$ cat src/hw/rtl/rank_smallest_positive_timers_defines.svh
// assertion helpers, clocked on aclk and held off during reset
`ifndef RANK_SMALLEST_POSITIVE_TIMERS_DEFINES_SVH
`define RANK_SMALLEST_POSITIVE_TIMERS_DEFINES_SVH

// condition that holds at every edge
`define RSPT_ASSERT_ALWAYS(lbl, cond) \
    lbl: assert property (@(posedge aclk) disable iff (!aresetn) (cond)) \
        else $error("rspt check failed");

// consequence in the same cycle
`define RSPT_ASSERT_IMPL(lbl, ante, cons) \
    lbl: assert property (@(posedge aclk) disable iff (!aresetn) (ante) |-> (cons)) \
        else $error("rspt check failed");

// consequence in the next cycle
`define RSPT_ASSERT_NEXT(lbl, ante, cons) \
    lbl: assert property (@(posedge aclk) disable iff (!aresetn) (ante) |=> (cons)) \
        else $error("rspt check failed");

`endif

$ cat src/hw/rtl/rspt_pkg.sv
package rspt_pkg;

    localparam int MAX_CHANNELS = 16;
    localparam int MAX_REPORTED = 5;

    localparam int CNT_W  = $clog2(MAX_CHANNELS + 1);
    localparam int IDX_W  = $clog2(MAX_CHANNELS);
    localparam int RANK_W = $clog2(MAX_REPORTED + 1);

    // field widths of the ports
    localparam int VAL_W     = 19;
    localparam int VALUE_W   = 18;
    localparam int RANK_OUT_W = 3;
    localparam int CH_OUT_W  = 5;
    localparam int HOURS_W   = 7;
    localparam int MINS_W    = 6;
    localparam int SECS_W    = 6;
    localparam int REM_W     = 12;

    localparam int SECS_PER_HOUR = 3600;
    localparam int SECS_PER_MIN  = 60;

    // reciprocal constants: floor(v * M >> K) equals v / D over the value range
    localparam int HOUR_SHIFT  = 30;
    localparam int HOUR_MULT_W = 19;
    localparam logic [HOUR_MULT_W-1:0] HOUR_MULT = HOUR_MULT_W'(298262);
    localparam int MIN_SHIFT   = 20;
    localparam int MIN_MULT_W  = 15;
    localparam logic [MIN_MULT_W-1:0] MIN_MULT = MIN_MULT_W'(17477);

    typedef enum logic [3:0] {
        S_LOAD,
        S_START,
        S_EMPTY,
        S_FETCH,
        S_HOURS,
        S_REM,
        S_MINS,
        S_SECS,
        S_SEND
    } state_t;

    typedef struct packed {
        logic load_item;
        logic start_run;
        logic set_empty;
        logic fetch;
        logic calc_hours;
        logic calc_rem;
        logic calc_mins;
        logic calc_secs;
        logic advance;
        logic finish;
    } cmd_t;

    typedef struct packed {
        logic has_pos;
    } status_t;

endpackage

$ cat src/hw/rtl/rspt_ctrl.sv
module rspt_ctrl
    import rspt_pkg::*;
(
    input  logic    aclk,
    input  logic    aresetn,
    input  logic    s_valid,
    input  logic    s_last_item,
    input  logic    m_ready,
    input  logic    m_last_result,
    input  status_t status,
    output logic    s_ready,
    output logic    m_valid,
    output cmd_t    cmd
);

    state_t state_reg, state_next;

    always_ff @(posedge aclk) begin
        if (!aresetn) begin
            state_reg <= S_LOAD;
        end else begin
            state_reg <= state_next;
        end
    end

    always_comb begin
        state_next = state_reg;
        case (state_reg)
            S_LOAD: begin
                if (s_valid && s_last_item) state_next = S_START;
            end
            S_START: begin
                state_next = status.has_pos ? S_FETCH : S_EMPTY;
            end
            S_EMPTY: state_next = S_SEND;
            S_FETCH: state_next = S_HOURS;
            S_HOURS: state_next = S_REM;
            S_REM:   state_next = S_MINS;
            S_MINS:  state_next = S_SECS;
            S_SECS:  state_next = S_SEND;
            S_SEND: begin
                if (m_ready) state_next = m_last_result ? S_LOAD : S_FETCH;
            end
            default: state_next = S_LOAD;
        endcase
    end

    always_comb begin
        s_ready = 1'b0;
        m_valid = 1'b0;
        cmd     = '0;
        case (state_reg)
            S_LOAD: begin
                s_ready       = 1'b1;
                cmd.load_item = s_valid;
            end
            S_START: cmd.start_run  = 1'b1;
            S_EMPTY: cmd.set_empty  = 1'b1;
            S_FETCH: cmd.fetch      = 1'b1;
            S_HOURS: cmd.calc_hours = 1'b1;
            S_REM:   cmd.calc_rem   = 1'b1;
            S_MINS:  cmd.calc_mins  = 1'b1;
            S_SECS:  cmd.calc_secs  = 1'b1;
            S_SEND: begin
                m_valid     = 1'b1;
                cmd.advance = m_ready && !m_last_result;
                cmd.finish  = m_ready && m_last_result;
            end
            default: begin
                s_ready = 1'b0;
            end
        endcase
    end

endmodule

$ cat src/hw/rtl/rspt_dpath.sv
module rspt_dpath
    import rspt_pkg::*;
(
    input  logic                      aclk,
    input  logic                      aresetn,
    input  cmd_t                      cmd,
    input  logic signed [VAL_W-1:0]   in_value,
    output status_t                   status,
    output logic                      entry_valid,
    output logic [RANK_OUT_W-1:0]     rank,
    output logic [CH_OUT_W-1:0]       channel_number,
    output logic [VALUE_W-1:0]        value_seconds,
    output logic [HOURS_W-1:0]        hours_part,
    output logic [MINS_W-1:0]         minutes_part,
    output logic [SECS_W-1:0]         seconds_part,
    output logic                      last_result
);

    // sorted insertion chain, entries at or above count_reg hold stale data
    logic signed [VAL_W-1:0] val_reg  [MAX_CHANNELS];
    logic signed [VAL_W-1:0] val_next [MAX_CHANNELS];
    logic [CNT_W-1:0]        ch_reg   [MAX_CHANNELS];
    logic [CNT_W-1:0]        ch_next  [MAX_CHANNELS];
    logic [MAX_CHANNELS-1:0] take;

    logic [CNT_W-1:0] count_reg;
    logic [CNT_W-1:0] npos_reg;
    logic             store_en;

    logic [CNT_W-1:0]  rd_ptr_reg;
    logic [RANK_W-1:0] rank_reg;
    logic              entry_valid_reg;
    logic              last_reg;
    logic [CNT_W-1:0]  ch_out_reg;
    logic [VALUE_W-1:0] value_reg;
    logic [HOURS_W-1:0] hours_reg;
    logic [REM_W-1:0]   rem_reg;
    logic [MINS_W-1:0]  mins_reg;
    logic [SECS_W-1:0]  secs_reg;

    logic [VALUE_W+HOUR_MULT_W-1:0] hour_prod;
    logic [REM_W+MIN_MULT_W-1:0]    min_prod;
    logic                           last_entry;

    assign store_en = cmd.load_item && (count_reg < CNT_W'(MAX_CHANNELS));

    // entries after the insertion point shift up by one
    always_comb begin
        for (int i = 0; i < MAX_CHANNELS; i++) begin
            take[i] = ((CNT_W'(i) < count_reg) && (val_reg[i] > in_value))
                      || (CNT_W'(i) == count_reg);
        end
        for (int i = 0; i < MAX_CHANNELS; i++) begin
            val_next[i] = val_reg[i];
            ch_next[i]  = ch_reg[i];
            if (take[i]) begin
                if (i > 0 && take[(i > 0) ? i - 1 : 0]) begin
                    val_next[i] = val_reg[(i > 0) ? i - 1 : 0];
                    ch_next[i]  = ch_reg[(i > 0) ? i - 1 : 0];
                end else begin
                    val_next[i] = in_value;
                    ch_next[i]  = count_reg + CNT_W'(1);
                end
            end
        end
    end

    always_ff @(posedge aclk) begin
        if (store_en) begin
            for (int i = 0; i < MAX_CHANNELS; i++) begin
                val_reg[i] <= val_next[i];
                ch_reg[i]  <= ch_next[i];
            end
        end
    end

    always_ff @(posedge aclk) begin
        if (!aresetn) begin
            count_reg <= '0;
            npos_reg  <= '0;
        end else if (store_en) begin
            count_reg <= count_reg + CNT_W'(1);
            if (in_value <= 0) npos_reg <= npos_reg + CNT_W'(1);
        end else if (cmd.finish) begin
            count_reg <= '0;
            npos_reg  <= '0;
        end
    end

    // positive entries sit at the top of the chain, starting at npos_reg
    assign status.has_pos = (count_reg != npos_reg);
    assign last_entry = (rank_reg == RANK_W'(MAX_REPORTED))
                        || (rd_ptr_reg + CNT_W'(1) == count_reg);

    assign hour_prod = value_reg * HOUR_MULT;
    assign min_prod  = rem_reg * MIN_MULT;

    always_ff @(posedge aclk) begin
        if (cmd.start_run) begin
            rd_ptr_reg <= npos_reg;
            rank_reg   <= RANK_W'(1);
        end else if (cmd.advance) begin
            rd_ptr_reg <= rd_ptr_reg + CNT_W'(1);
            rank_reg   <= rank_reg + RANK_W'(1);
        end else if (cmd.set_empty) begin
            rank_reg   <= '0;
        end

        if (cmd.set_empty) begin
            entry_valid_reg <= 1'b0;
            last_reg        <= 1'b1;
            ch_out_reg      <= '0;
            value_reg       <= '0;
            hours_reg       <= '0;
            mins_reg        <= '0;
            secs_reg        <= '0;
        end
        if (cmd.fetch) begin
            entry_valid_reg <= 1'b1;
            value_reg  <= val_reg[rd_ptr_reg[IDX_W-1:0]][VALUE_W-1:0];
            ch_out_reg <= ch_reg[rd_ptr_reg[IDX_W-1:0]];
        end
        if (cmd.calc_hours) begin
            hours_reg <= hour_prod[HOUR_SHIFT +: HOURS_W];
        end
        if (cmd.calc_rem) begin
            rem_reg <= REM_W'(value_reg - VALUE_W'(hours_reg * SECS_PER_HOUR));
        end
        if (cmd.calc_mins) begin
            mins_reg <= min_prod[MIN_SHIFT +: MINS_W];
        end
        if (cmd.calc_secs) begin
            secs_reg <= SECS_W'(rem_reg - REM_W'(mins_reg * SECS_PER_MIN));
            last_reg <= last_entry;
        end
    end

    assign entry_valid    = entry_valid_reg;
    assign rank           = RANK_OUT_W'(rank_reg);
    assign channel_number = CH_OUT_W'(ch_out_reg);
    assign value_seconds  = value_reg;
    assign hours_part     = hours_reg;
    assign minutes_part   = mins_reg;
    assign seconds_part   = secs_reg;
    assign last_result    = last_reg;

endmodule

$ cat src/hw/rtl/rank_smallest_positive_timers.sv
// Ranks the smallest positive timers of a load of up to sixteen channels.
// Input channel (s_): one signed remaining-seconds word per channel, channel
// numbers follow arrival order from one. s_last_item closes the load. Words
// past the sixteenth are dropped, but a dropped word with s_last_item still
// closes the load.
// Loading takes one word per cycle: each word is placed into a sorted chain
// of registers in the cycle it is accepted.
// After the last word s_ready stays low while results go out on m_: up to
// five positive entries, smallest first (ties to the lower channel), with
// rank, channel and the value as hours, minutes and seconds. With no
// positive entry one result with m_entry_valid low is sent. m_last_result
// marks the final result, after which the next load may start.
// The first result follows the START, FETCH, HOURS, REM, MINS and SECS states
// after the last word is accepted (START and EMPTY when no entry is positive),
// each further one FETCH through SECS after the previous is taken: the
// hours/minutes split runs through two reciprocal multiplies and two remainder steps in turn.
// A stalled result holds on m_ until m_ready. Reset empties the load and
// returns the block to loading.
module rank_smallest_positive_timers
    import rspt_pkg::*;
(
    input  logic                    aclk,
    input  logic                    aresetn,
    input  logic                    s_valid,
    output logic                    s_ready,
    input  logic signed [VAL_W-1:0] s_remaining_seconds,
    input  logic                    s_last_item,
    output logic                    m_valid,
    input  logic                    m_ready,
    output logic                    m_entry_valid,
    output logic [RANK_OUT_W-1:0]   m_rank,
    output logic [CH_OUT_W-1:0]     m_channel_number,
    output logic [VALUE_W-1:0]      m_value_seconds,
    output logic [HOURS_W-1:0]      m_hours_part,
    output logic [MINS_W-1:0]       m_minutes_part,
    output logic [SECS_W-1:0]       m_seconds_part,
    output logic                    m_last_result
);

`include "rank_smallest_positive_timers_defines.svh"

    cmd_t    cmd;
    status_t status;

    rspt_ctrl u_ctrl (
        .aclk          (aclk),
        .aresetn       (aresetn),
        .s_valid       (s_valid),
        .s_last_item   (s_last_item),
        .m_ready       (m_ready),
        .m_last_result (m_last_result),
        .status        (status),
        .s_ready       (s_ready),
        .m_valid       (m_valid),
        .cmd           (cmd)
    );

    rspt_dpath u_dpath (
        .aclk           (aclk),
        .aresetn        (aresetn),
        .cmd            (cmd),
        .in_value       (s_remaining_seconds),
        .status         (status),
        .entry_valid    (m_entry_valid),
        .rank           (m_rank),
        .channel_number (m_channel_number),
        .value_seconds  (m_value_seconds),
        .hours_part     (m_hours_part),
        .minutes_part   (m_minutes_part),
        .seconds_part   (m_seconds_part),
        .last_result    (m_last_result)
    );

    // loading and result phases never overlap
    `RSPT_ASSERT_ALWAYS(a_phase_excl, !(s_ready && m_valid))
    // a valid entry carries a rank in range and a positive value
    `RSPT_ASSERT_IMPL(a_rank_range, m_valid && m_entry_valid,
        m_rank != 0 && m_rank <= MAX_REPORTED && m_value_seconds != 0)
    // the empty result is always the only one
    `RSPT_ASSERT_IMPL(a_empty_last, m_valid && !m_entry_valid, m_last_result)
    // once the final result is taken a new load opens
    `RSPT_ASSERT_NEXT(a_reopen, m_valid && m_ready && m_last_result, s_ready)

endmodule
$ cat config.mk
export PLATFORM = sky130hd
export DESIGN_NAME = rank_smallest_positive_timers
export DESIGN_NICKNAME = d
export VERILOG_FILES = /design/src/hw/rtl/rspt_pkg.sv /design/src/hw/rtl/rspt_ctrl.sv /design/src/hw/rtl/rspt_dpath.sv /design/src/hw/rtl/rank_smallest_positive_timers.sv
export VERILOG_INCLUDE_DIRS = /design/src /design/src/hw/rtl
export SDC_FILE = /design/constraint.sdc
export NUM_CORES = 2
export LEC_CHECK = 0
export BUFFER_PORTS_ARGS = -buffer_cell sky130_fd_sc_hd__buf_2
export CORE_MARGIN = 5
export CORE_UTILIZATION = 44
export CTS_BUF_LIST = sky130_fd_sc_hd__clkbuf_4 sky130_fd_sc_hd__clkbuf_8
export DETAILED_ROUTE_END_ITERATION = 12
export PLACE_DENSITY = 0.65
export SLEW_MARGIN = 20
export SYNTH_ARGS = -nofsm -noshare
export SYNTH_HDL_FRONTEND = slang
export SYNTH_SLANG_ARGS = --single-unit
$ cat constraint.sdc
create_clock -name aclk -period 7.64 [get_ports aclk]
set_input_delay 0 -clock aclk [delete_from_list [all_inputs] [get_ports aclk]]
set_output_delay 0 -clock aclk [all_outputs]
set_load 0.005 [all_outputs]
After elaboration in Yosys (flattened, before gate mapping)
Memory sizes are Yosys's and may differ from the RTL's. A register that Yosys moved wholly into a read port is not among the register bits.
Index checks and enable logic that the tools add are counted.
{"block": "op_classes", "n_mux": 101, "mul": 4, "n_reduce_logical": 51, "n_addsub": 6, "eq_ne": 30, "magnitude_cmp": 34}
{"op": "$mux 19", "count": 31}
{"op": "$gt 19x19->1", "count": 16}
{"op": "$mux 5", "count": 39}
{"op": "$eq 4x5->1 const A", "count": 8}
{"op": "$lt 4x5->1 const A", "count": 8}
{"op": "$mul 18x18->36 const B", "count": 1}
{"op": "$mux 18", "count": 2}
{"op": "$pmux 4 s8", "count": 1}
{"op": "$mul 12x15->26 const B", "count": 1}
{"op": "$eq 3x5->1 const A", "count": 4}
{"op": "$logic_and 1x1->1", "count": 20}
{"op": "$lt 3x5->1 const A", "count": 4}
{"op": "$le 19x1->1 const B", "count": 1}
{"op": "$mux 6", "count": 3}
{"op": "$logic_or 1x1->1", "count": 17}
{"op": "$eq 4x3->1 const B", "count": 4}
{"op": "$mux 4", "count": 4}
{"op": "$add 5x1->5 const B", "count": 3}
{"op": "$mux 1", "count": 15}
{"op": "$mux 7", "count": 2}
{"op": "$reduce_bool 2->1", "count": 7}
{"op": "$sub 12x12->12", "count": 1}
{"op": "$eq 2x5->1 const A", "count": 2}
{"op": "$lt 1x5->1 const A", "count": 2}
{"op": "other kinds (23)", "count": 30}
{"block": "word_totals", "regBits": 78, "inputBits": 24, "output_inout_bits": 49, "memories": 2, "wordCells": 241, "ram_bits": 384}
{"name": "u_dpath.val_reg", "depth": 16, "width": 19, "read_ports": 17, "rd_ports_with_merged_regs": 1, "write_ports": 16, "line": "rspt_dpath.sv:20", "rtl": "logic signed [VAL_W-1:0] val_reg [MAX_CHANNELS];"}
{"name": "u_dpath.ch_reg", "depth": 16, "width": 5, "read_ports": 16, "rd_ports_with_merged_regs": 1, "write_ports": 16, "line": "rspt_dpath.sv:22", "rtl": "logic [CNT_W-1:0] ch_reg [MAX_CHANNELS];"}

Depth between registers and ports, before layout
{"block": "logic_depth", "ltp_word": 6, "ltp_mapped": 19, "mapped_depth_nobuf": 19}

By module
A second synthesis with hierarchy kept.
{"block": "unflattened", "hier_cells": 2827, "hier_area_um2": 35821.9}
{"mod": "rspt_dpath", "seq_area_each_um2": 13663.1, "instances": 1, "cells_per_inst": 2785, "area_each_um2": 35461.5}
{"mod": "rspt_ctrl", "seq_area_each_um2": 80.1, "instances": 1, "cells_per_inst": 42, "area_each_um2": 360.3}

Worst setup path after synthesis
No wires, ideal clock.
{"block": "synth_path", "path_kind": "flip-flop to flip-flop", "start": "register u_dpath.value_reg[4] (netlist: u_dpath.value_seconds[4])", "end": "register u_dpath.hours_reg[5] (netlist: u_dpath.hours_part[5]), data pin", "slack_ns": 2.569, "path_stages_with_launch": 20, "required_time_ns": 7.380, "arrival_time_ns": 4.811, "setup_ns": 0.260, "n_path_buf": 0, "synth_period_minus_slack_ns": 5.071, "path_cell_list": "edfxtp_1 ha_1 ha_1 fa_1 inv_1 fa_1 inv_1 fa_1 inv_1 fa_1 inv_1 ha_1 a21oi_1 o21ai_0 nor3_1 a211oi_1 o31ai_1 o21ai_0 xnor2_1 nor2_1"}
{"block": "synth_between", "elab_chain_len": 2}
{"element": "start: declaration", "line": "rspt_dpath.sv:35", "rtl": "logic [VALUE_W-1:0] value_reg;"}
{"element": "start signal: assignment", "line": "rspt_dpath.sv:120", "rtl": "value_reg <= val_reg[rd_ptr_reg[IDX_W-1:0]][VALUE_W-1:0];"}
{"element": "$mul 18x18->36", "line": "rspt_dpath.sv:95", "rtl": "assign hour_prod = value_reg * HOUR_MULT;"}
{"element": "$mux 7", "line": "rspt_dpath.sv:123", "rtl": "if (cmd.calc_hours) begin"}
{"element": "end signal: assignment", "line": "rspt_dpath.sv:124", "rtl": "hours_reg <= hour_prod[HOUR_SHIFT +: HOURS_W];"}
{"element": "end: declaration", "line": "rspt_dpath.sv:36", "rtl": "logic [HOURS_W-1:0] hours_reg;"}
No other way between the ends.
A chain may end at the register's enable or synchronous reset.

Worst setup path in the final report
{"block": "layout_path", "start": "register u_dpath.value_reg[11] (netlist: u_dpath.value_seconds[11])", "end": "register u_dpath.hours_reg[5] (netlist: u_dpath.hours_part[5]), data pin"}
The elaborated chain is that of the path after synthesis.

==> impl_metrics.env <==
export IMPL_grt_pass1_wl_mm=158
export IMPL_drcViolationCount=0
export IMPL_dp_slack_ns=1.90
export IMPL_crit_required_ns=8.06
export IMPL_total_power_mw=8.58
export IMPL_vias=25000
export IMPL_slew_headroom_pct=28.9
export IMPL_seqPwrFrac_pct=35.8
export IMPL_ios=73
export IMPL_dp_hpwl_mm=77.9
export IMPL_place_inst=3944
export IMPL_path_class="reg -> reg"
export IMPL_wl_per_cell_um=25.1
export IMPL_gr_total_overflow=0
export IMPL_whs_ns=0.207
export IMPL_worstSetupStartpoint="u_dpath.value_seconds[11]"
export IMPL_synth_area_leaders="edfxtp_1 38%, ha_1 18%, mux2_2 9.4%, mux4_2 7.3%, fa_1 5.4%"
export IMPL_worst_slack_ns=1.86
export IMPL_grt_antenna_before_repair=4
export IMPL_peakVddDrop_mv=0.133
export IMPL_die_x_um=294
export IMPL_power_frac_comb_pct=34.0
export IMPL_synth_seq_cells=465
export IMPL_status="complete, no violations"
export IMPL_core_area_um2=80200
export IMPL_path_cells="ha_1, ha_1, inv_1, fa_1, inv_1, fa_1, fa_1, inv_1, fa_1, inv_1, ha_1, nand3_1, nor3_1, nand3_1, a211oi_1, o31ai_1, o21ai_0, xnor2_1, nor2_1"
export IMPL_arrival_ns=6.20
export IMPL_ys_types=74
export IMPL_hold_viol_final=0
export IMPL_num_rows=104
export IMPL_setup_viol=0
export IMPL_r2r_start="u_dpath.value_seconds[11]"
export IMPL_rsz0062_at_grt="no"
export IMPL_dr_pass1_iters=5
export IMPL_yosysSeqAreaShare_pct=38.8
export IMPL_worstMarginPinSlew_ns=1.06
export IMPL_drt_iter0_drc=2162
export IMPL_syn_avg_cell_area_um2=12.4
export IMPL_ant_nets=0
export IMPL_final_cell_count_no_fill=4120
export IMPL_syn_nets=3499
export IMPL_skew_ns=0.0326
export IMPL_largest_reg_flops=303
export IMPL_die_y_um=294
export IMPL_max_stage_delay_ns=0.72
export IMPL_synth_top_flop_cell="edfxtp_1"
export IMPL_n_fill_cell=7096
export IMPL_yosys_top_cells_count="516 x ha_1, 443 x edfxtp_1, 298 x inv_1"
export IMPL_area_growth_pct=10.7
export IMPL_viasPerCell=6.07
export IMPL_swShare_pct=33.8
export IMPL_tns_ns=0
export IMPL_wirelength_mm=103
export IMPL_hp_start="aresetn"
export IMPL_start_util_pct=44.2
export IMPL_clk_latency_ns=0.69
export IMPL_endpoint_kind="flop"
export IMPL_p_int_mw=5.68
export IMPL_min_period_ns=5.78
export IMPL_drive_gt1_share_pct=24.0
export IMPL_cp_max_fo=8
export IMPL_maxSlewViolCount=0
export IMPL_ctsResizeCount=0
export IMPL_critPathBufInv=4
export IMPL_postPlaceCellArea_um2=37200
export IMPL_track_usage_pct=23.6
export IMPL_htreeDepth=3
export IMPL_grt_start_max_net_pins=52
export IMPL_finalCritPeriodShare_pct=75.7
export IMPL_final_util_pct=48.9
export IMPL_synth_edf_count=443
export IMPL_yosysWarnings=0
export IMPL_leakagePower_nw=16.1
export IMPL_synth_top_area_share_pct=37.5
export IMPL_synth_top_cell_by_area="edfxtp_1"
export IMPL_hp_class="in -> reg"
export IMPL_power_density_nw_per_um2=219
export IMPL_synth_most_common_cell="ha_1"
export IMPL_pwr_share_clk_pct=30.2
export IMPL_n_antenna_cell=0
export IMPL_cp_start_kind="flop"
export IMPL_slowest_stage="edfxtp_1"
export IMPL_clk_pin_slew_ns=0.06
export IMPL_io_buffers=72
export IMPL_cts_sinks=465
export IMPL_netlist_area_um2=35400
export IMPL_numCtsBuffers=86
export IMPL_grt_pass1_vias=25900
export IMPL_cpLargestDelayFamily="adder cells"
export IMPL_clockRootBuffer="clkbuf_8"
export IMPL_design_area_um2=39200
export IMPL_fmax_ghz=0.173
export IMPL_tritoncts="built"
export IMPL_dieArea_um2=86300
export IMPL_postSynthCellCount=2864
export IMPL_power_switching_mw=2.90
export IMPL_layout_nets=3631
export IMPL_synthArstFlopShare_pct=0
export IMPL_gp_routability_congestion=0.931
export IMPL_cts_buffer_depth=3
export IMPL_cap_violations=0
## worst min-delay path: stages
cell           delay [ns]
dlygate4sd3_1        0.54
buf_2                0.19
o21a_1               0.12
## area by class of cell
class	instances	area [um^2]	area share, %
Multi-Input combinational cell	1993	20200	51.6
Sequential cell	465	13800	35.1
Clock buffer	129	1560	3.98
Tap cell	1060	1330	3.38
Inverter	298	1120	2.85
Timing Repair Buffer	152	1020	2.60
Clock inverter	23	220	0.561
## timing repair
action                                  4_1_cts  5_1_grt
hold buffers                                 24        0
endpoints found under the setup margin        0        0
buffers inserted                              0        0
endpoints found under the hold margin       254        0
## logic make-up after synthesis
| kind of cell | share of synthesized area [%] |
|---|---|
| fa+ha+maj | 23.6 |
| flops | 38.8 |
| compound gates | 7.97 |
| simple gates | 6.43 |
| mux | 17.4 |
| buf+inv | 4.54 |
| xor+xnor | 1.29 |
## power by group through the flow
stage	clock network (mW)	registers, mW	logic [mW]
after floorplan	0	3.01	2.13
after global placement	0	3.12	2.79
after detailed placement	0	3.12	2.86
after CTS	2.63	3.07	2.90
after global routing	2.75	3.08	3.26
final	2.59	3.07	2.92
## final timing paths
kind	to	slack, ns	cells past startpoint
max reg2reg	u_dpath.hours_part[5]	1.86	19
max	u_dpath.hours_part[5]	1.86	19
min	u_dpath.npos_reg[0]	0.21	3
min reg2reg	u_dpath.entry_valid	0.45	2
## metal layers
layer	track usage [%]	share of wire, %	vias up
met5	0	0	-
met4	6.99	3.2	0
met3	4.23	7.5	194
met2	39.1	48	1058
met1	32.0	42	12700
li1	-	-	11100
## layout by cell type (no fill, tap or decap), types with 56 or more instances in the layout
master,instances
a21o_1,58
a21oi_1,101
buf_2,72
buf_4,56
clkbuf_8,95
edfxtp_1,443
fa_1,95
ha_1,516
inv_1,298
mux2_2,295
mux4_2,115
nand2_1,84
nor2_1,92
nor2b_1,64
o21ai_0,158
(Power assumes the default switching activity.)
